[src/design/sitdt_pkg.sv]
// Shared types and constants for the signed integer to decimal text block.
package sitdt_pkg;

	localparam int VALUE_W   = 32;
	localparam int DIGITS    = 10;
	localparam int DIGIT_W   = 4;
	localparam int COUNT_W   = 4;
	localparam int CHAR_W    = 6;
	localparam int POS_W     = 4;
	localparam int MAX_POS   = 10;

	localparam logic [CHAR_W-1:0]  CHAR_ZERO  = 6'd48;
	localparam logic [CHAR_W-1:0]  CHAR_MINUS = 6'd45;
	localparam logic [DIGIT_W-1:0] LAST_DIGIT = 4'd9;

	// ceil(2^35 / 10); (n * RECIP_TEN) >> 35 equals n / 10 for every 32-bit n.
	localparam logic [VALUE_W-1:0] RECIP_TEN  = 32'hCCCCCCCD;
	localparam int                 RECIP_SHIFT = 35;

	typedef logic [DIGITS-1:0][DIGIT_W-1:0] digit_vec_t;

	// One item after classification: sign and magnitude.
	typedef struct packed {
		logic               neg;
		logic [VALUE_W-1:0] mag;
	} item_t;

	// One converted item: digits least significant first, and how many there are.
	typedef struct packed {
		logic               neg;
		logic [COUNT_W-1:0] nd;
		digit_vec_t         digits;
	} job_t;

endpackage

[src/design/sitdt_front.sv]
// Front stage: takes the integer and registers its sign and magnitude.
module sitdt_front (
	input  logic                            clk,
	input  logic                            arst_n,
	input  logic                            up_valid,
	output logic                            up_stall,
	input  logic [sitdt_pkg::VALUE_W-1:0]   up_value,
	output logic                            dn_valid,
	input  logic                            dn_stall,
	output sitdt_pkg::item_t                dn_item
);

	logic             valid_s1;
	sitdt_pkg::item_t item_s1;
	logic             take;

	assign up_stall = valid_s1 && dn_stall;
	assign take     = up_valid && !up_stall;
	assign dn_valid = valid_s1;
	assign dn_item  = item_s1;

	always_ff @(posedge clk or negedge arst_n) begin
		if (!arst_n) begin
			valid_s1 <= 1'b0;
		end else if (take) begin
			valid_s1 <= 1'b1;
		end else if (!dn_stall) begin
			valid_s1 <= 1'b0;
		end
	end

	// The magnitude of the most negative value wraps to 2^31, which fits unsigned.
	always_ff @(posedge clk) begin
		if (take) begin
			item_s1.neg <= up_value[sitdt_pkg::VALUE_W-1];
			item_s1.mag <= up_value[sitdt_pkg::VALUE_W-1] ? (~up_value + 1'b1) : up_value;
		end
	end

endmodule

[config.mk]
export PLATFORM = sky130hd
export DESIGN_NAME = sitdt_front
export DESIGN_NICKNAME = d
export VERILOG_FILES = /design/src/design/sitdt_pkg.sv /design/src/design/sitdt_front.sv
export SDC_FILE = /design/constraint.sdc
export NUM_CORES = 1
export LEC_CHECK = 0
export ABC_AREA = 0
export BUFFER_PORTS_ARGS = -buffer_cell sky130_fd_sc_hd__clkbuf_2
export CAP_MARGIN = 20
export CORE_MARGIN = 3
export CORE_UTILIZATION = 38
export CTS_CLUSTER_DIAMETER = 120
export DETAILED_ROUTE_END_ITERATION = 8
export GPL_TIMING_DRIVEN = 1
export PLACE_DENSITY = 0.66
export SKIP_CTS_REPAIR_TIMING = 1
export SYNTH_ARGS = -nofsm -noshare
export SYNTH_HDL_FRONTEND = slang
export SYNTH_SLANG_ARGS = --single-unit
[constraint.sdc]
create_clock -name clk -period 3.1 [get_ports clk]
set_clock_uncertainty 0.2 [all_clocks]
set_input_delay 0.155 -clock clk [delete_from_list [all_inputs] [get_ports clk]]
set_output_delay 0.155 -clock clk [all_outputs]
set_load 0.03 [all_outputs]
# Word level (Yosys, flattened, before mapping)

Cells that the tools add are included.

Divide/modulo/power cells: 0
Bitwise logic cells: 1
Reductions and logical operators: 3
Multipliers: 0
Add/sub/neg operators: 1
Eq/ne operators: 1
Shift operators: 0
Order comparisons: 0
Mux-type cells: 3

Operators with widths:

| cell                                          | number |
|---|---|
| adder 32 x 1 -> 32 bit, second input constant | 1 |
| inverter 32 bit                               | 1 |
| two-way mux 31 bit                            | 1 |
| logical AND 1 bit                             | 2 |
| two-way mux 1 bit                             | 2 |
| != test 2 x 1 -> 1 bit, second input constant | 1 |
| zero test 1 bit                               | 1 |

ROM bits: 0
Bits in latches: 0
Memories: 0
Word-level logic and storage cells: 13
RAM bits: 0
Bits in registers: 34

# Logic depth before layout (Yosys ltp)

Depth after elaboration: 4
Depth in mapped cells: 5
Gate-level depth less buffers: 5

# Least setup slack after synthesis

OpenSTA, ideal clock, no wires.

Path type: flip-flop to flip-flop
Start: register valid_s1 (netlist: dn_valid)
End: register item_s1 (netlist bit dn_item[0]), enable pin
Arrival time: 2.307 ns
Period minus slack after synthesis: 2.933 ns
Data required time: 2.473 ns
Cell stages (with the launch flop): 3
Path slack: 0.167 ns
Path buffers: 0
Cells stage by stage: dfrtp_1 -> and2_1 -> nor2b_1

Longest elaborated chain between the ends: 3

RTL lines:

| item                     | RTL line          | RTL |
|---|---|---|
| start: declaration       | sitdt_front.sv:13 | `logic valid_s1;` |
| start signal: assignment | sitdt_front.sv:24 | `valid_s1 <= 1'b0;` |
| start signal: assignment | sitdt_front.sv:26 | `valid_s1 <= 1'b1;` |
| start signal: assignment | sitdt_front.sv:28 | `valid_s1 <= 1'b0;` |
| logical AND 1 bit        | sitdt_front.sv:17 | `assign up_stall = valid_s1 && dn_stall;` |
| named net up_stall       | sitdt_front.sv:6  | `output logic up_stall,` |
| zero test 1 bit          | sitdt_front.sv:18 | `assign take = up_valid && !up_stall;` |
| logical AND 1 bit        | sitdt_front.sv:18 |  |
| named net take           | sitdt_front.sv:15 | `logic take;` |
| end: declaration         | sitdt_front.sv:14 | `sitdt_pkg::item_t item_s1;` |

The timed path passes the listed nets, and every way through them passes these cells.
A chain may end at the register's enable or synchronous reset.

# Worst setup path in the final report

Start: input port up_value[0] in the netlist's numbering
End: register item_s1 (netlist bit dn_item[27]) (data pin)

Longest elaborated chain between the ends: 3

RTL lines:

| item                   | RTL line          | RTL |
|---|---|---|
| start: declaration     | sitdt_front.sv:7  | `input logic [sitdt_pkg::VALUE_W-1:0] up_value,` |
| inverter 32 bit        | sitdt_front.sv:36 | `item_s1.mag <= up_value[sitdt_pkg::VALUE_W-1] ? (~up_value + 1'b1) : up_value;` |
| adder 32 x 1 -> 32 bit | sitdt_front.sv:36 |  |
| two-way mux 31 bit     | sitdt_front.sv:36 |  |

No other way between the ends.

==> impl_metrics.tcl <==
set metrics [dict create \
    tns_ps 0 \
    cp-start-kind "input pin" \
    hold_path.startpoint "up_value[26]" \
    nNetsFinal 252 \
    synth_area_leaders "edfxtp_1 (55%), xnor2_1 (14%), o41ai_2 (5.4%)" \
    hold_class "input pin to flop" \
    hold_viol_final 3 \
    n_antenna_cell 0 \
    ir_worst_vdd_mv 0.1964 \
    synthDistinctLibCells 30 \
    clk_path_buf_depth 2 \
    synth-edff-count 33 \
    place.gp.congestion 0.7691 \
    vias 1365 \
    place_ws_ps 1075 \
    max_freq_mhz 500.6 \
    design.core.area_sq_um 4474 \
    violations "negative hold slack" \
    synth-compound-area-share_pct 12.97 \
    drtIter0Drc 92 \
    r2r_start "dn_valid$_DFFE_PN0P_" \
    cp_max_fo 10 \
    ff2ff_setup_slack_ps 1530 \
    antenna_found_initial 0 \
    grt_setup_unrepaired "no" \
    chipHeight_um 74.91 \
    p_leak_nw 0.8961 \
    dp_hpwl_um 2963 \
    reg2reg_depth 3 \
    syn_area_sq_um 1804 \
    synthArstFlopShare_pct 2.941 \
    p_comb_share_pct 21.1 \
    yosys.area_share.simple_pct 14.22 \
    arrival_ps 1820 \
    setup_ws_ps 1102 \
    yosysWarnings 0 \
    maxSlewViolCount 0 \
    post_synth_mux_area_share_pct 0 \
    required_ps 2920 \
    clk-insertion-delay-late_ps 280 \
    critPathCaptureType "flop" \
    die_x_um 74.91 \
    drive_gt1_share_pct 42.33 \
    synth.most_common_cell "edfxtp_1" \
    power.clock.fraction_pct 27.9 \
    worstMarginPinSlew_ps 642.9 \
    synth_xor_area_share_pct 14.08 \
    hold_depth 2 \
    setup_viol 0 \
    rows 24 \
    critPathKind "input pin to flop" \
    synth_seq_area_share_pct 56.31 \
    netlist.area_leader.share_pct 54.92 \
    ys_seq_elements 34 \
    cts_tree "done" \
    synth.largest_area_cell "edfxtp_1" \
    dieArea_sq_um 5611 \
    port_buffers 70 \
    clockRootBuffer "clkbuf_8" \
    switching_share_pct 28.25 \
    fill_cells 410 \
    layout_min_cycle_time_ps 1998 \
    wl_per_cell_um 14.37 \
    fin_crit_sh_pct 64.44 \
    switchingPower_w 0.0003084 \
    hold_end "dn_item[26]$_DFFE_PP_" \
    p_per_area_nw_per_um2 464.5 \
    synth-main-ff-cell "edfxtp_1" \
    synth_top_family_by_area "simple AND/OR/NAND/NOR gates" \
    synthTopCellsByCount "edfxtp_1 (33), xnor2_1 (29), nand2_1 (12), o31ai_1 (10), o21ai_0 (8)" \
    hold_slack_ps -7.026 \
    drc 0 \
    io_pins 71 \
    clk_pin_slew_ps 60 \
    r2r-end "dn_item[15]$_DFFE_PP_" \
    dr.pass1.iters 4 \
    slew_headroom_pct 57.14 \
    htreeDepth 2 \
    grt_pass1_wl_um 6058 \
    internal_power_w 0.0007832 \
    synthCells 134 \
    start_util_pct 40.32 \
    synth_fa_ha_area_share_pct 1.387 \
    area_growth_pct 30.24 \
    synth_nets 172 \
    cap_violations 0 \
    ant_nets 0 \
    routed_wirelength_um 3837 \
    status "complete, but fails checks" \
    gr-total-overflow 0 \
    seq_power_share_pct 51.0 \
    via_per_inst 5.112 \
    syn_area_per_cell_sq_um 13.46 \
    cts_num_sinks 34 \
    track_usage_pct 14.31 \
    grt_max_degree 34 \
    grt_pass1_vias 1268 \
    numCtsBuffers 5 \
]
[kinds of logic (layout without fill, tap and decap cells)]
kind of cell,Yosys count,in the layout
AO/OA/AOI/OAI,26,26
buffers and inverters,5,86
XOR/XNOR,29,29
AND/OR/NAND/NOR,38,38
flip-flops,34,34
adder cells (fa/ha/maj),2,2
[critical path, cell delays in order]
cell	delay, ps
dlygate4sd3_1	530
clkbuf_2	130
nor2_1	260
nand4_4	240
o31ai_1	380
xnor2_1	110
[cell type report]
| cell class | instances | area, sq um | share of cell area [%] |
|---|---|---|---|
| Sequential cell | 34 | 1016 | 43.24 |
| Multi-Input combinational cell | 95 | 772.0 | 32.85 |
| Timing Repair Buffer | 76 | 407.9 | 17.36 |
| Clock buffer | 6 | 72.57 | 3.088 |
| Tap cell | 52 | 65.06 | 2.769 |
| Clock inverter | 2 | 8.758 | 0.3727 |
| Inverter | 2 | 7.507 | 0.3195 |
[stage by stage]
step	std cells	power, W	hold WS, ps	instance area [sq um]	util [%]
finish	267	0.001092	-7.026	2350	52.52
global route	267	0.001145	3.391	2350	52.52
CTS	262	0.001102	-572.8	2300	51.40
detailed placement	254	0.0007948	-268.5	2218	49.58
global placement	254	0.0007916	-270.6	2218	49.58
floorplan	134	0.0007079	-340.6	1804	-
[worst max path at each step]
| stage | from | to | depth (start not counted) |
|---|---|---|---|
| finish | up_value[0] | dn_item[27]$_DFFE_PP_ | 6 |
| global route | up_value[0] | dn_item[27]$_DFFE_PP_ | 6 |
| CTS | up_value[3] | dn_item[26]$_DFFE_PP_ | 5 |
| detailed placement | up_value[3] | dn_item[26]$_DFFE_PP_ | 5 |
| global placement | up_value[5] | dn_item[26]$_DFFE_PP_ | 5 |
| floorplan | dn_valid$_DFFE_PN0P_ | dn_item[0]$_DFFE_PP_ | 2 |
[per-layer routing]
layer / vias to the layer above / GRT usage (%) / share of wire, %
met5: - / 0 / 0
met4: 0 / 4.150 / 1.1
met3: 7 / 4.673 / 6.9
met2: 44 / 23.98 / 48
met1: 642 / 17.63 / 44
li1: 672 / - / -
[sequential cells by signal, summed over array words and instances (netlist names)]
| register | count |
|---|---|
| dn_item | 33 |
| dn_valid | 1 |
[power by group through the flow]
stage / combinational [W] / clock [W] / sequential, W
4_1_cts: 0.000228 / 0.000317 / 0.000557
5_1_grt: 0.000250 / 0.000335 / 0.000560
3_3_place_gp: 0.000225 / 0 / 0.000567
2_1_floorplan: 0.0000755 / 0 / 0.000632
6_report: 0.000230 / 0.000305 / 0.000557
3_5_place_dp: 0.000228 / 0 / 0.000567
[cell usage in the layout (no fill, tap or decap), drive strengths merged, types with 2 or more instances in the layout]
master | Yosys | final
clkbuf | 1 | 76
clkinv | 0 | 2
dlygate4sd3 | 0 | 5
edfxtp | 33 | 33
ha | 2 | 2
inv | 2 | 2
nand2 | 12 | 12
nand4 | 3 | 3
nor2 | 5 | 5
nor3 | 2 | 2
nor4 | 5 | 5
o21ai | 8 | 8
o31ai | 11 | 11
o41ai | 7 | 7
or3 | 2 | 2
or4 | 2 | 2
xnor2 | 29 | 29
Power figures use the tool's default switching activity.
