`src/design/sitdt_pkg.sv`:
```
// Shared types and constants for the signed integer to decimal text block.
package sitdt_pkg;

	localparam int VALUE_W   = 32;
	localparam int DIGITS    = 10;
	localparam int DIGIT_W   = 4;
	localparam int COUNT_W   = 4;
	localparam int CHAR_W    = 6;
	localparam int POS_W     = 4;
	localparam int MAX_POS   = 10;

	localparam logic [CHAR_W-1:0]  CHAR_ZERO  = 6'd48;
	localparam logic [CHAR_W-1:0]  CHAR_MINUS = 6'd45;
	localparam logic [DIGIT_W-1:0] LAST_DIGIT = 4'd9;

	// ceil(2^35 / 10); (n * RECIP_TEN) >> 35 equals n / 10 for every 32-bit n.
	localparam logic [VALUE_W-1:0] RECIP_TEN  = 32'hCCCCCCCD;
	localparam int                 RECIP_SHIFT = 35;

	typedef logic [DIGITS-1:0][DIGIT_W-1:0] digit_vec_t;

	// One item after classification: sign and magnitude.
	typedef struct packed {
		logic               neg;
		logic [VALUE_W-1:0] mag;
	} item_t;

	// One converted item: digits least significant first, and how many there are.
	typedef struct packed {
		logic               neg;
		logic [COUNT_W-1:0] nd;
		digit_vec_t         digits;
	} job_t;

endpackage

```
`src/design/sitdt_emit.sv`:
```
// Emitter: sends the sign and the digits, most significant first, through an output register.
module sitdt_emit (
	input  logic                           clk,
	input  logic                           arst_n,
	input  logic                           up_valid,
	output logic                           up_stall,
	input  sitdt_pkg::job_t                up_job,
	output logic                           dn_valid,
	input  logic                           dn_stall,
	output logic [sitdt_pkg::CHAR_W-1:0]   dn_character,
	output logic [sitdt_pkg::POS_W-1:0]    dn_position,
	output logic                           dn_is_last
);

	logic                            active_q;
	logic                            sign_q;
	logic [sitdt_pkg::COUNT_W-1:0]   idx_q;
	logic [sitdt_pkg::POS_W-1:0]     pos_q;
	sitdt_pkg::digit_vec_t           digits_q;
	logic                            ovalid_q;
	logic [sitdt_pkg::CHAR_W-1:0]    ochar_q;
	logic [sitdt_pkg::POS_W-1:0]     opos_q;
	logic                            olast_q;
	logic                            take;
	logic                            adv;
	logic                            last_char;

	assign up_stall  = active_q;
	assign take      = up_valid && !active_q;
	assign adv       = active_q && (!ovalid_q || !dn_stall);
	assign last_char = !sign_q && (idx_q == '0);

	assign dn_valid     = ovalid_q;
	assign dn_character = ochar_q;
	assign dn_position  = opos_q;
	assign dn_is_last   = olast_q;

	always_ff @(posedge clk or negedge arst_n) begin
		if (!arst_n) begin
			active_q <= 1'b0;
			ovalid_q <= 1'b0;
		end else begin
			if (take) begin
				active_q <= 1'b1;
			end else if (adv && last_char) begin
				active_q <= 1'b0;
			end
			if (adv) begin
				ovalid_q <= 1'b1;
			end else if (!dn_stall) begin
				ovalid_q <= 1'b0;
			end
		end
	end

	always_ff @(posedge clk) begin
		if (take) begin
			sign_q   <= up_job.neg;
			idx_q    <= up_job.nd - 1'b1;
			pos_q    <= '0;
			digits_q <= up_job.digits;
		end else if (adv) begin
			pos_q <= pos_q + 1'b1;
			if (sign_q) begin
				sign_q <= 1'b0;
			end else begin
				idx_q <= idx_q - 1'b1;
			end
		end
		if (adv) begin
			ochar_q <= sign_q ? sitdt_pkg::CHAR_MINUS
			                  : sitdt_pkg::CHAR_ZERO + sitdt_pkg::CHAR_W'(digits_q[idx_q]);
			opos_q  <= pos_q;
			olast_q <= last_char;
		end
	end

endmodule
```
`config.mk`:
```
export PLATFORM = sky130hd
export DESIGN_NAME = sitdt_emit
export DESIGN_NICKNAME = d
export VERILOG_FILES = /design/src/design/sitdt_pkg.sv /design/src/design/sitdt_emit.sv
export SDC_FILE = /design/constraint.sdc
export NUM_CORES = 1
export LEC_CHECK = 0
export BUFFER_PORTS_ARGS = -buffer_cell sky130_fd_sc_hd__buf_4
export CAP_MARGIN = 30
export CORE_AREA = 2 2 93 95
export DETAILED_ROUTE_END_ITERATION = 12
export DIE_AREA = 0 0 95 97
export PLACE_DENSITY = 0.54
export SLEW_MARGIN = 20
export SYNTH_ARGS = -nofsm -noshare
export SYNTH_HDL_FRONTEND = slang
export SYNTH_SLANG_ARGS = --single-unit
```
`constraint.sdc`:
```
create_clock -name clk -period 2.36 [get_ports clk]
set_input_delay 0.118 -clock clk [delete_from_list [all_inputs] [get_ports clk]]
set_output_delay 0.118 -clock clk [all_outputs]
set_load 0.03 [all_outputs]
```
# --- Word-level counts from Yosys, hierarchy flattened ---
# Cells that the tools add are included.
word_totals:
  reg_bits: 62
  in_bits: 49
classes:
  muxes: 11
  n_addsub: 4
  n_lt_le_gt_ge: 1
  n_reduce_logical: 13
  n_eq_ne: 2
ops:
  columns: ["cell", "n"]
  rows:
  - ["binary-select mux 4 bit (select 4 bit)", 1]
  - ["two-way mux 4 bit", 4]
  - ["subtractor 4 x 1 -> 4 bit (second input constant)", 2]
  - ["adder 5 x 5 -> 6 bit (first input constant)", 1]
  - ["two-way mux 1 bit", 6]
  - ["less-than comparator 4 x 5 -> 1 bit (second input constant)", 1]
  - ["adder 4 x 1 -> 4 bit (second input constant)", 1]
  - ["logical AND 1 bit", 4]
  - ["zero test 1 bit", 4]
  - ["zero test 4 bit", 1]
  - ["!= test 2 x 1 -> 1 bit (second input constant)", 2]
  - ["nonzero test 2 bit", 2]
  - ["AND reduction 2 bit", 1]
  - ["logical OR 1 bit", 1]

# --- Longest topological paths before layout ---
depth:
  ltp_word: 6
  mapped_depth: 6
  ltp_nobuf: 6

# --- Worst setup path before layout ---
# No wires, ideal clock.
synth_path:
  path_type: "register to register"
  from: "reg active_q, in the netlist up_stall"
  to: "reg idx_q[2] (netlist bit), data pin"
  t_required_ns: 2.102
  setup_slack_ns: 0.256
  arrival_time_ns: 1.846
  period_less_slack_ns: 2.104
  path_buffers: 0
  stages_incl_launch_ff: 6
  cell_sequence: "dfrtp_1 nand2b_1 inv_2 mux2i_1 ha_1 xnor2_1"
synth_between:
  elab_chain_len: 3
synth_lines:
  columns: ["element", "line", "rtl"]
  rows:
  - ["from (decl)", "sitdt_emit.sv:15", "logic active_q;"]
  - ["from (signal assigned)", "sitdt_emit.sv:40", "active_q <= 1'b0;"]
  - ["from (signal assigned)", "sitdt_emit.sv:44", "active_q <= 1'b1;"]
  - ["from (signal assigned)", "sitdt_emit.sv:46", "active_q <= 1'b0;"]
  - ["zero test 1 bit", "sitdt_emit.sv:29", "assign take = up_valid && !active_q;"]
  - ["logical AND 1 bit", "sitdt_emit.sv:29", null]
  - ["net take", "sitdt_emit.sv:24", "logic take;"]
  - ["two-way mux 4 bit", "sitdt_emit.sv:57", "if (take) begin"]
  - ["to (signal assigned)", "sitdt_emit.sv:59", "idx_q <= up_job.nd - 1'b1;"]
  - ["to (signal assigned)", "sitdt_emit.sv:67", "idx_q <= idx_q - 1'b1;"]
  - ["to (decl)", "sitdt_emit.sv:17", "logic [sitdt_pkg::COUNT_W-1:0] idx_q;"]
# The timed path passes the listed nets, and every way through them passes these cells.
# A chain may end at the register's enable or synchronous reset.

# --- Worst setup path after layout ---
# Same ends and word-level chain as after synthesis.

==> results.md <==
- FF-to-FF Start: up_stall$_DFFE_PN0P_
- Pre-antenna DRT Iters: 4
- Critical Path Sink Type: flip-flop
- Fin crit share: 0.7420
- Antenna violations before repair: 0
- Synth Instances: 149
- CP max stage delay: 0.41 ns
- DRC: 0
- Mapped Area: 2414 um^2
- Type of the worst setup path: flip-flop to flip-flop
- Status: finished, final reports clean
- Die X: 95 um
- YS warnings: 0
- Drt via density: 4.270
- Routed vias: 1580
- Core box area: 8134 um^2
- Antenna Cells: 0
- Synth Register Bits: 61
- Clk slew on worst S/H paths: 0.06 ns
- DIE AREA: 9215 um^2
- RSZ-0062 raised after global routing: false
- Final TNS setup: 0 ns
- Clk sinks: 61
- Area contributors post-synth: edfxtp_1 68%, mux2i_1 8.3%, dfxtp_1 3.3%
- Post-DR wirelength/cell: 13.31 um
- Grt met2 use: 0.1746
- WP data required: 2.45 ns
- Hold path start: up_valid
- Synth unique cells: 32
- Max VDD drop: 327.6 uV
- H-tree levels: 3
- Clock skew: 0.003460 ns
- R2R Path End: idx_q[2]$_DFFE_PP_
- Total grt overflow: 0
- CP max stage cell: dfrtp_1
- Clk_lat worst skew: 0.33 ns
- GR Util met3: 0.04907
- Pwr dens: 800.9 nW/um^2
- Overall routed net length: 4923 um
- Min-delay worst type: input pin to flip-flop
- Cells along the critical path: nand2b_1 -> inv_2 -> buf_4 -> nor2_1 -> a21oi_1 -> ha_1 -> xnor2_1
- Slew headroom: 0.6441
- Final slew viol count: 0
- WHS Path Cells: 3
- Vias in the first global route: 1616
- Mux contribution to synthesized area: 0.09228
- Die height: 97 um
- Synth Area in Compound Gates: 0.06273
- Worst Reg-to-Reg Cells: 7
- CTS resizes: 0
- Layout area overhead: 49.72%
- Post-route core utilization: 0.4442
- CTS tree: done
- Global-route layer with the greatest usage: met2
- Period minus WS final: 1.751 ns
- Synth Area in Simple Gates: 0.05858
- Worst Setup Start Kind: flip-flop
- Slew @ Worst Pin: 0.5283 ns
- Avg Inst Size Synth: 16.20 um^2
- # IOs: 62
- Area leader, netlist: edfxtp_1
- Xor-xnor portion of the synthesized cell area: 0.01452
- Fillcell total: 735
- Post-synthesis sequential area ratio: 0.7382
- DPL Wire Length: 3268 um
- Leakage: 1.409 nW
- Largest net degree at the start of global routing: 25
- Post-Synth Adder-Cell Area: 0.01037
- Nets: 311
- Post-route ant nets: 0
- Port Buf Inserts: 60
- Final-report setup violation count: 0
- CTS buffer count: 9
- Mapped Nets: 200
- Hold worst-path end: up_stall$_DFFE_PN0P_
- Clock root buffer: clkbuf_8
- Crit path DAT: 1.84 ns
- Maxcap violations: 0
- Met1 Use GR: 0.1429
- GRT Util Overall: 0.1143
- Clk buf depth: 2
- Share of cells above drive strength 1: 0.3057
- R2r setup slk: 0.61 ns
- Number of cell rows: 33
- GPL Wtd Cong: 0.6874
- Max Fanout on Critical Path: 22
- First-pass GRT wire length: 7728 um
- Iter 0 DRT Violations: 50
- Final hold vios: 0
- Initial core utilization: 0.2967
- Largest family of logic cells by synthesized area: multiplexers
- Post-synth top area share: 0.6843
- FMAX: 571.1 MHz
[critical path, delay by kind of cell (launching register included)]
kind	cells	cell delay (ns)
AOI/OAI and AO/OA	1	0.12
DFF	1	0.41
xor gates and xnor gates	1	0.07
buffers and inverters	2	0.42
adders and majority gates	1	0.17
and+or+nand+nor	2	0.31
[where the power goes]
group | switching [W] | internal (W) | total, W
clock network | 0.000384 | 0.000584 | 0.000968
logic | 0.000256 | 0.000267 | 0.000523
registers | 0.0000856 | 0.00132 | 0.00140
total | 0.000726 | 0.00217 | 0.00289
[area by class of cell]
cell class                 count  area [um^2]  area share
clock buffer                  10        127.6     0.03532
clock inverter                 6        77.57     0.02147
inverter                       6        22.52    0.006233
multi-input combinational     77        579.3      0.1603
sequential                    61         1782      0.4931
tap                          105        131.4     0.03636
timing repair buffer         105        893.4      0.2472
[through the flow]
| step | instances | hold WS, ns | power [W] | area [um^2] | worst slack, ns |
|---|---|---|---|---|---|
| finish | 370 | 0.05198 | 0.002894 | 3613 | 0.6089 |
| CTS | 370 | 0.04448 | 0.002927 | 3613 | 0.6006 |
| global route | 370 | 0.06503 | 0.003047 | 3613 | 0.4524 |
| detailed placement | 312 | -0.09822 | 0.001899 | 2988 | 0.6097 |
| global placement | 312 | -0.09807 | 0.001890 | 2988 | 0.6454 |
| floorplan | 149 | -0.1776 | 0.001714 | 2414 | 0.2562 |
[registers in the layout, indices dropped and copies added (netlist names)]
signal	count
dn_character	5
dn_is_last	1
up_stall	1
digits_q	40
dn_valid	1
pos_q	4
sign_q	1
idx_q	4
dn_position	4
[layer usage]
metal	vias up	share of wire
li1	791	-
met1	726	0.45
met2	53	0.47
met3	10	0.068
met4	0	0.016
met5	-	0
[layout by cell type (no fill, tap or decap), types with 3 or more instances in the layout]
cell type and count:
nor2_1 8, buf_4 63, a311o_1 3, a31oi_1 3, or3_1 3, edfxtp_1 55, dfxtp_1 4, mux2i_1 20
clkbuf_8 9, nand2_1 6, inv_1 5, o21ai_0 3, a22oi_1 3, dlygate4sd3_1 42, a21oi_1 4, xnor2_1 4
nor2b_1 3
[how the worst max path moves through the flow]
stage	from	to	slack, ns	cells past startpoint
after floorplan	up_stall$_DFFE_PN0P_	idx_q[2]$_DFFE_PP_	0.26	5
after global placement	up_stall$_DFFE_PN0P_	idx_q[2]$_DFFE_PP_	0.65	6
after detailed placement	up_stall$_DFFE_PN0P_	idx_q[2]$_DFFE_PP_	0.61	6
after CTS	up_stall$_DFFE_PN0P_	idx_q[2]$_DFFE_PP_	0.60	7
after global routing	up_stall$_DFFE_PN0P_	idx_q[2]$_DFFE_PP_	0.45	7
final	up_stall$_DFFE_PN0P_	idx_q[2]$_DFFE_PP_	0.61	7
[synth_stat cells, drive strengths merged]
master   instances
a21o             1
nor3             2
o31ai            1
nand3            2
nor3b            1
conb             1
a22oi            3
nor2b            3
o21ai            3
edfxtp          55
inv              6
dfrtp            2
a21bo            1
a31oi            3
xnor2            4
nor2             8
a311o            4
ha               2
dfxtp            4
or3              3
and2             1
nand2            6
or3b             1
buf              5
mux2i           20
nand2b           1
a21oi            4
mux4             1
a2111oi          1
[cell families (layout without fill, tap and decap cells)]
family	after synthesis	in the layout
other	1	1
AND/OR/NAND/NOR	28	28
AO/OA/AOI/OAI	21	21
buffers and inverters	11	127
flip-flops	61	61
multiplexers	21	21
XOR/XNOR	4	4
adder cells (fa/ha/maj)	2	2
[what timing repair did]
| action | in CTS | in global routing |
|---|---|---|
| hold buffers | 42 | 0 |
| setup buffers | 0 | 0 |
| hold endpoints to repair | 43 | 0 |
Power figures use the tool's default switching activity.
