### src/design/sitdt_pkg.sv
// Shared types and constants for the signed integer to decimal text block.
package sitdt_pkg;

	localparam int VALUE_W   = 32;
	localparam int DIGITS    = 10;
	localparam int DIGIT_W   = 4;
	localparam int COUNT_W   = 4;
	localparam int CHAR_W    = 6;
	localparam int POS_W     = 4;
	localparam int MAX_POS   = 10;

	localparam logic [CHAR_W-1:0]  CHAR_ZERO  = 6'd48;
	localparam logic [CHAR_W-1:0]  CHAR_MINUS = 6'd45;
	localparam logic [DIGIT_W-1:0] LAST_DIGIT = 4'd9;

	// ceil(2^35 / 10); (n * RECIP_TEN) >> 35 equals n / 10 for every 32-bit n.
	localparam logic [VALUE_W-1:0] RECIP_TEN  = 32'hCCCCCCCD;
	localparam int                 RECIP_SHIFT = 35;

	typedef logic [DIGITS-1:0][DIGIT_W-1:0] digit_vec_t;

	// One item after classification: sign and magnitude.
	typedef struct packed {
		logic               neg;
		logic [VALUE_W-1:0] mag;
	} item_t;

	// One converted item: digits least significant first, and how many there are.
	typedef struct packed {
		logic               neg;
		logic [COUNT_W-1:0] nd;
		digit_vec_t         digits;
	} job_t;

endpackage

### src/design/sitdt_queue.sv
// Two-entry queue between the front stage and the converter.
module sitdt_queue (
	input  logic             clk,
	input  logic             arst_n,
	input  logic             up_valid,
	output logic             up_stall,
	input  sitdt_pkg::item_t up_item,
	output logic             dn_valid,
	input  logic             dn_stall,
	output sitdt_pkg::item_t dn_item
);

	sitdt_pkg::item_t mem_q [2];
	logic             wr_ptr_q;
	logic             rd_ptr_q;
	logic [1:0]       count_q;
	logic             push;
	logic             pop;

	assign up_stall = (count_q == 2'd2);
	assign dn_valid = (count_q != 2'd0);
	assign dn_item  = mem_q[rd_ptr_q];
	assign push     = up_valid && !up_stall;
	assign pop      = dn_valid && !dn_stall;

	always_ff @(posedge clk or negedge arst_n) begin
		if (!arst_n) begin
			wr_ptr_q <= 1'b0;
			rd_ptr_q <= 1'b0;
			count_q  <= 2'd0;
		end else begin
			if (push) begin
				wr_ptr_q <= !wr_ptr_q;
			end
			if (pop) begin
				rd_ptr_q <= !rd_ptr_q;
			end
			if (push && !pop) begin
				count_q <= count_q + 2'd1;
			end else if (pop && !push) begin
				count_q <= count_q - 2'd1;
			end
		end
	end

	always_ff @(posedge clk) begin
		if (push) begin
			mem_q[wr_ptr_q] <= up_item;
		end
	end

endmodule

### config.mk
export PLATFORM = sky130hd
export DESIGN_NAME = sitdt_queue
export DESIGN_NICKNAME = d
export VERILOG_FILES = /design/src/design/sitdt_pkg.sv /design/src/design/sitdt_queue.sv
export SDC_FILE = /design/constraint.sdc
export NUM_CORES = 1
export LEC_CHECK = 0
export BUFFER_PORTS_ARGS = -buffer_cell sky130_fd_sc_hd__buf_2
export CAP_MARGIN = 20
export CORE_MARGIN = 10
export CORE_UTILIZATION = 52
export CTS_BUF_LIST = sky130_fd_sc_hd__clkbuf_8 sky130_fd_sc_hd__clkbuf_16
export DETAILED_ROUTE_END_ITERATION = 6
export MAX_ROUTING_LAYER = met4
export PLACE_DENSITY = 0.79
export RECOVER_POWER = 100
export SYNTH_ARGS = -nofsm -noshare
export SYNTH_HDL_FRONTEND = slang
export SYNTH_SLANG_ARGS = --single-unit
### constraint.sdc
create_clock -name clk -period 3.2 [get_ports clk]
set_input_delay 0.16 -clock clk [delete_from_list [all_inputs] [get_ports clk]]
set_output_delay 0.16 -clock clk [all_outputs]
set_load 0.03 [all_outputs]
* Word-level counts from Yosys, hierarchy flattened *
Memories as Yosys holds them, arrays and structs flattened.
Cells that the tools add are included.

word-level totals
  register bits = 4
  RAM bits = 66
  input bits = 37
  output and inout bits = 35
  logic and storage cells = 23
  memories kept = 1

operators by class
  $add $sub $neg = 2
  equality and inequality tests = 1
  muxes and demuxes = 4
  reduce and logical (&&, ||, !) cells = 12

memories
  name   depth  bits a word  rd ports  clocked after Yosys merged registers in  wr ports  RTL line           RTL
  mem_q  2      33           1         0                                        1         sitdt_queue.sv:13  sitdt_pkg::item_t mem_q [2];

operator list
  operator                                          number
  logical NOT 1 bit                                 6
  logical AND 1 bit                                 4
  2-to-1 mux 2 bit                                  2
  nonzero test 2 bit                                2
  adder 2 x 1 -> 2 bit, second input constant       1
  equality test 2 bit, second input constant        1
  2-to-1 mux 1 bit                                  2
  subtractor 2 x 1 -> 2 bit, second input constant  1

* Longest topological paths before layout *
Gate-level depths: netlist of the first run.

  depth in word-level cells = 7
  mapped depth = 7
  mapped depth without buffers = 7

* Least setup slack after synthesis of the first run *
No wires, ideal clock.

  path type = register to register
  start = reg count_q[0]
  end = mem mem_q[0][0] (netlist name), enable pin
  setup time = 423 ps
  data arrival time = 2019 ps
  data required time = 2777 ps
  setup slack = 758 ps
  cell stages (with the launch flop) = 4
  path buffers = 0
  clock period less this slack = 2442 ps
  path through = dfrtp_1 -> nand2b_1 -> nand2_1 -> nor2_1

between the ends
  longest elaborated chain between the ends = 5

ends and longest elaborated chain
  item                                    RTL line           RTL
  start, declared                         sitdt_queue.sv:16  logic [1:0] count_q;
  start signal, assigned                  sitdt_queue.sv:39  count_q <= count_q + 2'd1;
  start signal, assigned                  sitdt_queue.sv:41  count_q <= count_q - 2'd1;
  equality test 2 bit                     sitdt_queue.sv:20  assign up_stall = (count_q == 2'd2);
  logical NOT 1 bit                       sitdt_queue.sv:23  assign push = up_valid && !up_stall;
  logical AND 1 bit                       sitdt_queue.sv:23
  2-to-1 mux 1 bit                        sitdt_queue.sv:47  if (push) begin
  2-to-1 mux 1 bit (implied by the code)  sitdt_queue.sv:48  mem_q[wr_ptr_q] <= up_item;
  end, declared                           sitdt_queue.sv:13

No other way between the ends.

* Worst setup path after layout of the first run *
  start = reg count_q[0]
  end = mem mem_q[0][13] (netlist name), enable pin

The elaborated chain is that of the path after synthesis.

==> PnR_summary.wiki, run 1 <==
{| class="wikitable"
! Metric !! Value
|-
| Via total after detailed routing || 1363
|-
| Final nets || 247
|-
| Number of cell instances on the worst register-to-register path || 3
|-
| Worst R2R Setup Slack || 0.82 ns
|-
| Hold Path Stages || 1
|-
| Count of warnings emitted by yosys || 0
|-
| Setup repair after global routing missed its margin || no
|-
| Initial antenna violation count || 0
|-
| Total DRC errors in the routed layout || 0
|-
| First-pass iteration count of the detailed router || 4
|-
| CP Data Arrival Time || 2.31 ns
|-
| Endpoint of the most critical register-to-register path || mem_q[0][13]$_DFFE_PP_
|-
| DPL Wire Length || 3560 µm
|-
| Via density per instance || 4.80
|-
| Core utilization of the finished layout || 64.1%
|-
| Total length of routed wires || 5020 µm
|-
| Number of global-route vias before repair || 1568
|-
| Worst IR Drop VDD || 671 µV
|-
| GRT Util Overall || 12.0%
|-
| Clock sinks || 70
|-
| Synthesized Nets || 160
|-
| Number of diodes || 0
|-
| Post-route antenna net violation count || 0
|-
| Number of buffers inserted by post-CTS setup repair || 0
|-
| Die X-Extent || 92.5 µm
|-
| Number of cells in the design after placement || 261
|-
| Die area || 8560 µm²
|-
| Total number of H-tree levels || 3
|-
| Post-synthesis register bit count || 70
|-
| Count of mapped cells out of synthesis || 122
|-
| DRC marker count from the first detailed-route iteration || 54
|-
| Maximum buffer depth of the clock tree || 2
|-
| Leakage || 1.21 nW
|-
| Gp weighted congestion || 0.697
|-
| TritonCTS clock tree || built
|-
| Switch share || 37.1%
|-
| Hold Path End || mem_q[0][10]$_DFFE_PP_
|-
| Final Skew || 0.00534 ns
|-
| Core area || 5110 µm²
|-
| Run status || complete, but fails checks
|-
| Data required time at the worst endpoint || 3.13 ns
|-
| Mapped cell area || 2740 µm²
|-
| Final-report setup violation count || 0
|-
| Die outline height || 92.5 µm
|-
| Worst r2r src || count_q[0]$_DFFE_PN0P_
|-
| Relative slew margins || -12.0%
|-
| Critical path capture point type || flop
|-
| Proportion of power drawn by the clock network || 20.8%
|-
| Congestion Overflow GR || 0
|-
| Fraction of synthesized cell area taken by the top area cell type || 72.4%
|-
| Mean area per synthesized cell || 22.4 µm²
|-
| Fin crit share || 74.4%
|-
| Post-Place Setup Slack || 1.33 ns
|-
| Library cell used as clock root buffer || sky130_fd_sc_hd__clkbuf_8
|-
| Share of synthesized registers carrying an async set or reset || 5.71%
|-
| CTS clock-pin slew for the worst setup and hold paths || 0.07 ns
|-
| Initial Util || 53.6%
|-
| Area after detailed placement || 3130 µm²
|-
| Cell with the most instances after synthesis || sky130_fd_sc_hd__edfxtp_1
|-
| Comb power frac || 34.8%
|-
| First-pass GRT wire length || 7710 µm
|-
| Area delta synth->final || 19.7%
|-
| PD cells || 978 nW/µm²
|-
| Most frequent cells after synthesis || sky130_fd_sc_hd__edfxtp_1, sky130_fd_sc_hd__mux2_4, sky130_fd_sc_hd__dfrtp_1, sky130_fd_sc_hd__mux2_2
|-
| Number of flops mapped to enable cells by yosys || 66
|-
| Nature of the critical path startpoint || flop
|-
| Largest driver fanout on the critical path || 33
|-
| Number of hold violations in the final report || 0
|-
| Share of the yosys chip area belonging to registers || 76.1%
|-
| Clock network latency to the later pin of the worst-skew pair || 0.33 ns
|-
| Pin count of the biggest net entering global routing || 35
|-
| Sequential share of power || 44.4%
|-
| Final standard cell area without fillers || 3270 µm²
|-
| Classification of the worst setup path || flop to flop
|-
| Routed wirelength normalized by instance count || 17.7 µm
|-
| I/O pin cnt || 72
|-
| Std-Cell Rows || 26
|-
| Switching Power || 1.19 mW
|-
| Main area contributors after synthesis || sky130_fd_sc_hd__edfxtp_1, sky130_fd_sc_hd__mux2_4, sky130_fd_sc_hd__dfrtp_1
|-
| Tightest Pin Transition || 1.68 ns
|-
| Final critical path time including I/O delays and setup || 2.38 ns
|-
| Type of the tightest min-delay check || input pin to flop
|-
| Max_cap viols || 1
|-
| Cts bufs inserted || 9
|-
| Post-layout instance count excluding filler cells || 284
|-
| Origin of the worst min-delay path || up_item[10]
|-
| Fraction of final layout cells sized beyond drive strength 1 || 31.3%
|-
| Library cell with the largest summed area after synthesis || sky130_fd_sc_hd__edfxtp_1
|-
| Unique masters post-synth || 16
|-
| Top flip-flop cell by instance count after synthesis || sky130_fd_sc_hd__edfxtp_1
|-
| Failing checks || capacitance limit, slew limit
|-
| Count of final max-slew check failures || 34
|-
| Setup slack of the critical path after layout || 0.819 ns
|-
| Port-buffer cells || 71
|-
| Highest achievable clock rate || 420 MHz
|-
| Cell Int Power || 2.02 mW
|-
| Total negative slack || 0 ns
|}
[per-layer routing]
metal / wire, µm / vias to the layer above / part of all wire (%) / GRT usage (%)
li1: - / 640 / - / -
met1: 2100 / 663 / 42 / 13.1
met2: 2530 / 53 / 50 / 19.5
met3: 336 / 7 / 6.7 / 5.33
met4: 51 / 0 / 1.0 / 3.86
met5: 0 / - / 0 / -
[logic make-up (layout without fill, tap and decap cells)]
kind of cell	after synthesis	after routing	share of synthesized area [%]
flops	70	70	76.1
buf+inv	6	98	2.88
mux	33	33	17.6
xor+xnor	5	5	1.60
simple gates	7	7	1.42
fa+ha+maj	1	1	0.457
[power by group through the flow]
stage	logic [mW]	registers, mW	clock network, mW
6_report	1.11	1.42	0.668
5_1_grt	1.19	1.45	0.726
4_1_cts	1.25	1.44	0.680
3_5_place_dp	1.25	1.46	0
3_3_place_gp	1.22	1.44	0
2_1_floorplan	1.11	1.33	0
[cells in the final DEF, fill, tap and decap left out, types with 2 or more instances in the layout]
| cell | Yosys | final |
|---|---|---|
| sky130_fd_sc_hd__edfxtp_1 | 66 | 66 |
| sky130_fd_sc_hd__inv_1 | 2 | 2 |
| sky130_fd_sc_hd__buf_2 | 0 | 30 |
| sky130_fd_sc_hd__xnor2_1 | 3 | 3 |
| sky130_fd_sc_hd__mux2_4 | 29 | 15 |
| sky130_fd_sc_hd__clkbuf_1 | 0 | 43 |
| sky130_fd_sc_hd__mux2_2 | 4 | 4 |
| sky130_fd_sc_hd__mux2_1 | 0 | 14 |
| sky130_fd_sc_hd__clkinv_2 | 0 | 3 |
| sky130_fd_sc_hd__dlygate4sd3_1 | 0 | 7 |
| sky130_fd_sc_hd__clkbuf_8 | 0 | 9 |
| sky130_fd_sc_hd__xor2_1 | 2 | 2 |
| sky130_fd_sc_hd__dfrtp_1 | 4 | 3 |
[cell type report]
class	count	area, µm²
sequential	70	2080
fill	409	1830
multi-input combinational	46	526
timing repair buffer	80	382
clock buffer	9	124
tap	70	87.6
clock inverter	7	65.1
inverter	2	7.51
[how the worst max path moves through the flow]
stage                                 startpoint                     end  slack [ns]  cells after the start
after floorplan           count_q[0]$_DFFE_PN0P_   mem_q[0][0]$_DFFE_PP_        0.76                      3
after global placement      rd_ptr_q$_DFFE_PN0P_             dn_item[29]        1.42                      2
after detailed placement  count_q[0]$_DFFE_PN0P_   mem_q[0][2]$_DFFE_PP_        1.33                      3
after CTS                   rd_ptr_q$_DFFE_PN0P_             dn_item[29]        1.02                      2
after global routing      count_q[0]$_DFFE_PN0P_   mem_q[0][1]$_DFFE_PP_        0.60                      3
final                     count_q[0]$_DFFE_PN0P_  mem_q[0][13]$_DFFE_PP_        0.82                      3
[registers in the layout, summed over array words and instances (netlist names)]
register / count
count_q: 2
mem_q: 66
rd_ptr_q: 1
wr_ptr_q: 1
[worst max-delay path, stage by stage, from the launching register on]
cell	delay (ns)
sky130_fd_sc_hd__dfrtp_1	0.40
sky130_fd_sc_hd__nand2b_1	0.17
sky130_fd_sc_hd__nand2_1	0.13
sky130_fd_sc_hd__nor2_2	1.27
[timing repair]
item                                   in CTS  in global routing
setup endpoints to repair                   0                  0
hold buffers                                2                  5
resized for setup                           0                  0
endpoints found under the hold margin       6                  9
[stage by stage]
stage	hold slack, ns	power [mW]
finish	0.0174	3.20
floorplan	-0.136	2.44
CTS	0.000423	3.38
global placement	-0.0344	2.66
global route	0.0000762	3.37
detailed placement	-0.0285	2.71
No activity file was read; power rests on OpenSTA's default activity.
==> inputs of run 2 (changes only) <==
Clock period 3.2 ns to 2.2 ns, I/O delays scaled along.
==> PnR_summary.wiki, run 2 (synthesis gave the netlist of run 1 again) <==
{| class="wikitable"
! Metric !! Value
|-
| Fraction of final layout cells sized beyond drive strength 1 || 30.2%
|-
| Number of cells in the design after placement || 263
|-
| DRC marker count from the first detailed-route iteration || 74
|-
| Clock network latency to the later pin of the worst-skew pair || 0.33 ns
|-
| Max FFs per register || 66
|-
| Run status || completed
|-
| Relative slew margins || 54.2%
|-
| Fin crit share || 90.7%
|-
| I/O pin cnt || 72
|-
| Leakage || 1.39 nW
|-
| First-pass GRT wire length || 8690 µm
|-
| Critical path capture point type || output port
|-
| Max_cap viols || 0
|-
| Final nets || 276
|-
| Clock sinks || 70
|-
| GRT Util Overall || 13.5%
|-
| Cts bufs inserted || 9
|-
| Nature of the critical path startpoint || flop
|-
| Switching Power || 1.77 mW
|-
| Classification of the worst setup path || flop to output port
|-
| CTS clock-pin slew for the worst setup and hold paths || 0.06 ns
|-
| Registers with the most flip-flops || mem_q (66), count_q (2)
|-
| Count of final max-slew check failures || 0
|-
| Switch share || 35.5%
|-
| Area delta synth->final || 33.7%
|-
| Total length of routed wires || 5440 µm
|-
| Core area || 5110 µm²
|-
| Final critical path time including I/O delays and setup || 2.00 ns
|-
| First-pass iteration count of the detailed router || 4
|-
| Most frequent cells in the layout || sky130_fd_sc_hd__edfxtp_1, sky130_fd_sc_hd__clkbuf_1, sky130_fd_sc_hd__dlygate4sd3_1, sky130_fd_sc_hd__mux2_4, sky130_fd_sc_hd__buf_2
|-
| Total of cells resized after clock tree synthesis || 0
|-
| Post-layout instance count excluding filler cells || 313
|-
| Tightest Pin Transition || 0.687 ns
|-
| Number of global-route vias before repair || 1743
|-
| CP Data Arrival Time || 1.89 ns
|-
| Maximum buffer depth of the clock tree || 2
|-
| Pin count of the biggest net entering global routing || 23
|-
| Cell chain of the critical path || clkbuf_2 -> mux2_4 -> clkbuf_2
|-
| PD cells || 1370 nW/µm²
|-
| Cell repeated most along the worst path || sky130_fd_sc_hd__clkbuf_2
|-
| Cell Int Power || 3.23 mW
|-
| Commonest non-fill, non-tap cell in the layout || sky130_fd_sc_hd__edfxtp_1
|-
| Die outline height || 92.5 µm
|-
| Setup repair after global routing missed its margin || no
|-
| Port-buffer cells || 71
|-
| Data required time at the worst endpoint || 2.09 ns
|-
| Largest delay contributor family on the critical path || flip-flops
|-
| Slowest stage cell on the critical path || sky130_fd_sc_hd__dfrtp_2
|-
| DPL Wire Length || 3730 µm
|-
| Total DRC errors in the routed layout || 0
|-
| Number of buffers and inverters on the critical path || 2
|-
| Post-route antenna net violation count || 0
|-
| Total negative slack || 0 ns
|-
| Type of the tightest min-delay check || input pin to flop
|-
| Library cell used as clock root buffer || sky130_fd_sc_hd__clkbuf_8
|-
| Final Skew || 0.00755 ns
|-
| Core utilization of the finished layout || 71.6%
|-
| Top register by number of flip-flops || mem_q
|-
| Total number of H-tree levels || 3
|-
| Comb power frac || 38.9%
|-
| Gp weighted congestion || 0.712
|-
| Die area || 8560 µm²
|-
| Highest achievable clock rate || 501 MHz
|-
| Die X-Extent || 92.5 µm
|-
| Sequential share of power || 40.0%
|-
| Std-Cell Rows || 26
|-
| Number of hold violations in the final report || 0
|-
| TritonCTS clock tree || built
|-
| Proportion of power drawn by the clock network || 21.0%
|-
| Worst IR Drop VDD || 890 µV
|-
| Via total after detailed routing || 1473
|-
| Via density per instance || 4.71
|-
| Largest driver fanout on the critical path || 16
|-
| Initial Util || 53.6%
|-
| Congestion Overflow GR || 0
|-
| Crit-path max cell delay || 0.68 ns
|-
| Routed wirelength normalized by instance count || 17.4 µm
|-
| Hold-fix buffers at CTS || 34
|-
| Number of buffers inserted by post-CTS setup repair || 0
|-
| Final-report setup violation count || 0
|-
| Initial antenna violation count || 0
|}
-- run 2: cell types whose count changed in the layout (fill, tap and decap cells not counted), sizes merged --
cell,change
clkinvlp,-1
buf,-14
clkbuf,+16
bufinv,+1
clkinv,-1
dlygate4sd3,+27
diode,+1
-- run 2: stage by stage --
step,setup WS (ns),cell area [µm²],hold slack (ns),power (mW)
after floorplan,0.300,2740,-0.186,3.55
after global placement,0.676,3190,-0.0819,3.95
after detailed placement,0.573,3190,-0.0772,4.02
after CTS,0.271,3730,0.0752,5.12
after global routing,0.111,3650,0.0733,5.22
final,0.204,3660,0.0730,5.00
-- run 2: final timing paths --
kind,start,endpoint,slack (ns),depth (start not counted)
max in group asynchronous,arst_n,rd_ptr_q$_DFFE_PN0P_,1.84,2
worst min-delay path,dn_stall,rd_ptr_q$_DFFE_PN0P_,0.07,3
min in group asynchronous,arst_n,count_q[0]$_DFFE_PN0P_,0.15,2
worst max-delay path,rd_ptr_q$_DFFE_PN0P_,dn_item[5],0.20,3
worst min register to register,wr_ptr_q$_DFFE_PN0N_,wr_ptr_q$_DFFE_PN0N_,0.53,1
worst max register to register,count_q[0]$_DFFE_PN0P_,mem_q[0][29]$_DFFE_PP_,0.33,4
-- run 2: worst reg2reg max path: stages, from the launching register on --
cell,delay [ns]
sky130_fd_sc_hd__dfrtp_1,0.42
sky130_fd_sc_hd__nand2b_1,0.19
sky130_fd_sc_hd__nand2_1,0.14
sky130_fd_sc_hd__nor2_2,0.56
sky130_fd_sc_hd__buf_12,0.26
-- run 2: power by group through the flow --
stage | Combinational (mW) | Sequential (mW) | Clock (mW)
2_1_floorplan | 1.62 | 1.93 | 0
3_3_place_gp | 1.94 | 2.00 | 0
3_5_place_dp | 1.99 | 2.03 | 0
4_1_cts | 2.04 | 2.01 | 1.07
5_1_grt | 2.05 | 2.04 | 1.12
6_report | 1.95 | 2.00 | 1.05
-- run 2: layout make-up --
cell class                 instances  area [µm²]
antenna                            1        2.50
clock buffer                       9         124
multi-input combinational         46         578
timing repair buffer             109         697
clock inverter                     6        77.6
tap                               70        87.6
inverter                           2        7.51
sequential                        70        2080
fill                             361        1450
-- run 2: metal layers --
layer	wire (µm)	up-vias	GRT usage (%)	part of all wire [%]
li1	-	702	-	-
met1	2270	722	14.6	42
met2	2830	49	21.9	52
met3	331	0	5.33	6.1
met4	0	0	5.53	0
met5	0	-	-	0
==> inputs of run 3 (changes only) <==
Settings changed: CORE_ASPECT_RATIO from default to 0.75, CORE_UTILIZATION 52 to 45, PLACE_DENSITY 0.79 to 0.7.
==> PnR_summary.wiki, run 3 (synthesis gave the netlist of run 1 again) <==
{| class="wikitable"
! Metric !! Value
|-
| Total negative slack || 0 ns
|-
| Number of global-route vias before repair || 1608
|-
| Clock network latency to the later pin of the worst-skew pair || 0.33 ns
|-
| Final nets || 275
|-
| Area delta synth->final || 33.0%
|-
| Critical path capture point type || flop
|-
| Registers with the most flip-flops || mem_q (66), count_q (2)
|-
| Crit-path max cell delay || 0.65 ns
|-
| Worst R2R Setup Slack || 0.30 ns
|-
| Nature of the critical path startpoint || flop
|-
| Comb power frac || 38.5%
|-
| Commonest non-fill, non-tap cell in the layout || sky130_fd_sc_hd__edfxtp_1
|-
| I/O pin cnt || 72
|-
| Die outline height || 87.5 µm
|-
| Final critical path time including I/O delays and setup || 1.90 ns
|-
| Type of the tightest min-delay check || input pin to flop
|-
| Setup repair after global routing missed its margin || no
|-
| Initial antenna violation count || 0
|-
| Hold Path Stages || 3
|-
| Number of diodes || 0
|-
| Relative slew margins || 40.1%
|-
| Total length of routed wires || 5230 µm
|-
| Worst IR Drop VDD || 764 µV
|-
| Via total after detailed routing || 1482
|-
| Routed wirelength normalized by instance count || 16.3 µm
|-
| Fin crit share || 86.5%
|-
| Most frequent cells in the layout || sky130_fd_sc_hd__edfxtp_1, sky130_fd_sc_hd__clkbuf_1, sky130_fd_sc_hd__dlygate4sd3_1, sky130_fd_sc_hd__mux2_4, sky130_fd_sc_hd__buf_2
|-
| Final Skew || 0.00761 ns
|-
| Data required time at the worst endpoint || 2.23 ns
|-
| Tightest Pin Transition || 0.898 ns
|-
| Via density per instance || 4.63
|-
| PD cells || 1360 nW/µm²
|-
| Classification of the worst setup path || flop to flop
|-
| Top register by number of flip-flops || mem_q
|-
| Switching Power || 1.74 mW
|-
| Worst slack on hold paths || 0.101 ns
|-
| Total DRC errors in the routed layout || 0
|-
| Largest driver fanout on the critical path || 19
|-
| Fraction of final layout cells sized beyond drive strength 1 || 26.4%
|-
| Highest achievable clock rate || 525 MHz
|-
| Endpoint of the most critical register-to-register path || mem_q[0][19]$_DFFE_PP_
|-
| Library cell used as clock root buffer || sky130_fd_sc_hd__clkbuf_8
|-
| Fill cell count || 462
|-
| Worst r2r src || count_q[0]$_DFFE_PN0P_
|-
| Total number of H-tree levels || 3
|-
| GRT Util Overall || 11.7%
|-
| Die area || 9630 µm²
|-
| Number of hold violations in the final report || 0
|-
| TritonCTS clock tree || built
|-
| Count of final max-slew check failures || 0
|-
| Leakage || 1.37 nW
|-
| Hold Path End || rd_ptr_q$_DFFE_PN0P_
|-
| Final-report setup violation count || 0
|-
| Initial Util || 46.7%
|-
| Number of buffers inserted by post-CTS setup repair || 0
|-
| Max FFs per register || 66
|-
| Gp weighted congestion || 0.698
|-
| First-pass iteration count of the detailed router || 4
|-
| Proportion of power drawn by the clock network || 21.1%
|-
| DRC marker count from the first detailed-route iteration || 56
|-
| FF/Latch Area || 2080 µm²
|-
| Number of cell instances on the worst register-to-register path || 4
|-
| Pin count of the biggest net entering global routing || 34
|-
| Sequential share of power || 40.4%
|-
| Port-buffer cells || 71
|-
| Core area || 5860 µm²
|-
| Slowest stage cell on the critical path || sky130_fd_sc_hd__nor2_2
|-
| Cell Int Power || 3.19 mW
|-
| Area taken by multi-input logic gates || 578 µm²
|-
| Max_cap viols || 0
|-
| CTS clock-pin slew for the worst setup and hold paths || 0.07 ns
|-
| Post-route antenna net violation count || 0
|-
| Origin of the worst min-delay path || dn_stall
|-
| Cts bufs inserted || 9
|-
| Congestion Overflow GR || 0
|-
| Run status || completed
|-
| Clock sinks || 70
|-
| Maximum buffer depth of the clock tree || 2
|-
| Switch share || 35.3%
|-
| Std-Cell Rows || 24
|-
| Die X-Extent || 110 µm
|-
| First-pass GRT wire length || 8070 µm
|-
| CP Data Arrival Time || 1.93 ns
|-
| Cell chain of the critical path || nand2b_1 -> nand2_1 -> nor2_2 -> buf_12
|}
run 3: cell types whose count changed in the layout (fill, tap and decap cells not counted), sizes merged:
cell,before,now
clkinv,4,3
diode,1,0
buf,16,15
inv,2,4
run 3: metal layers:
metal,up-vias,wire (µm),track usage [%]
li1,702,-,-
met1,726,2080,12.5
met2,50,2670,18.4
met3,4,432,5.80
met4,0,52,4.25
met5,-,0,-
run 3: repair_timing:
| action | in CTS | in global routing |
|---|---|---|
| hold buffers | 34 | 0 |
| gates resized for setup | 0 | 0 |
| hold endpoints to repair | 70 | 0 |
| setup endpoints to repair | 0 | 0 |
run 3: worst max-delay path: cells and delay by family, from the launching register on:
| family | cells | cell delay, ns |
|---|---|---|
| AND/OR/NAND/NOR | 3 | 0.94 |
| flip-flops | 1 | 0.40 |
| buffers and inverters | 1 | 0.25 |
run 3: metrics by stage:
stage	util [%]	worst slack, ns	total power [mW]	area, µm²	cells
after global placement	54.2	0.615	3.93	3170	270
after floorplan	-	0.300	3.55	2740	122
after global routing	62.2	0.175	5.18	3640	320
final	62.2	0.297	4.93	3640	320
after CTS	63.5	0.298	5.09	3720	320
after detailed placement	54.2	0.542	3.99	3170	270
run 3: worst max-delay path by stage:
stage	slack [ns]	to	depth (start not counted)	startpoint
CTS	0.30	dn_item[32]	3	rd_ptr_q$_DFFE_PN0P_
detailed placement	0.54	mem_q[0][1]$_DFFE_PP_	4	count_q[0]$_DFFE_PN0P_
global placement	0.62	mem_q[0][27]$_DFFE_PP_	4	count_q[0]$_DFFE_PN0P_
global route	0.18	dn_item[32]	3	rd_ptr_q$_DFFE_PN0P_
finish	0.30	mem_q[0][19]$_DFFE_PP_	4	count_q[0]$_DFFE_PN0P_
floorplan	0.30	mem_q[0][0]$_DFFE_PP_	3	count_q[0]$_DFFE_PN0P_
run 3: area by class of cell:
type	count	area share (%)
clock buffers	9	3.40
clock inverters	7	2.23
inverters	2	0.206
multi-input cells	46	15.9
flip-flops and latches	70	57.2
well taps	78	2.68
repair buffers	108	18.4
run 3: power groups by stage:
stage	Clock [mW]	Combinational [mW]	Sequential (mW)
after floorplan	0	1.62	1.93
after global placement	0	1.93	2.01
after detailed placement	0	1.96	2.03
after CTS	1.07	2.02	2.00
after global routing	1.13	2.02	2.03
final	1.04	1.90	1.99
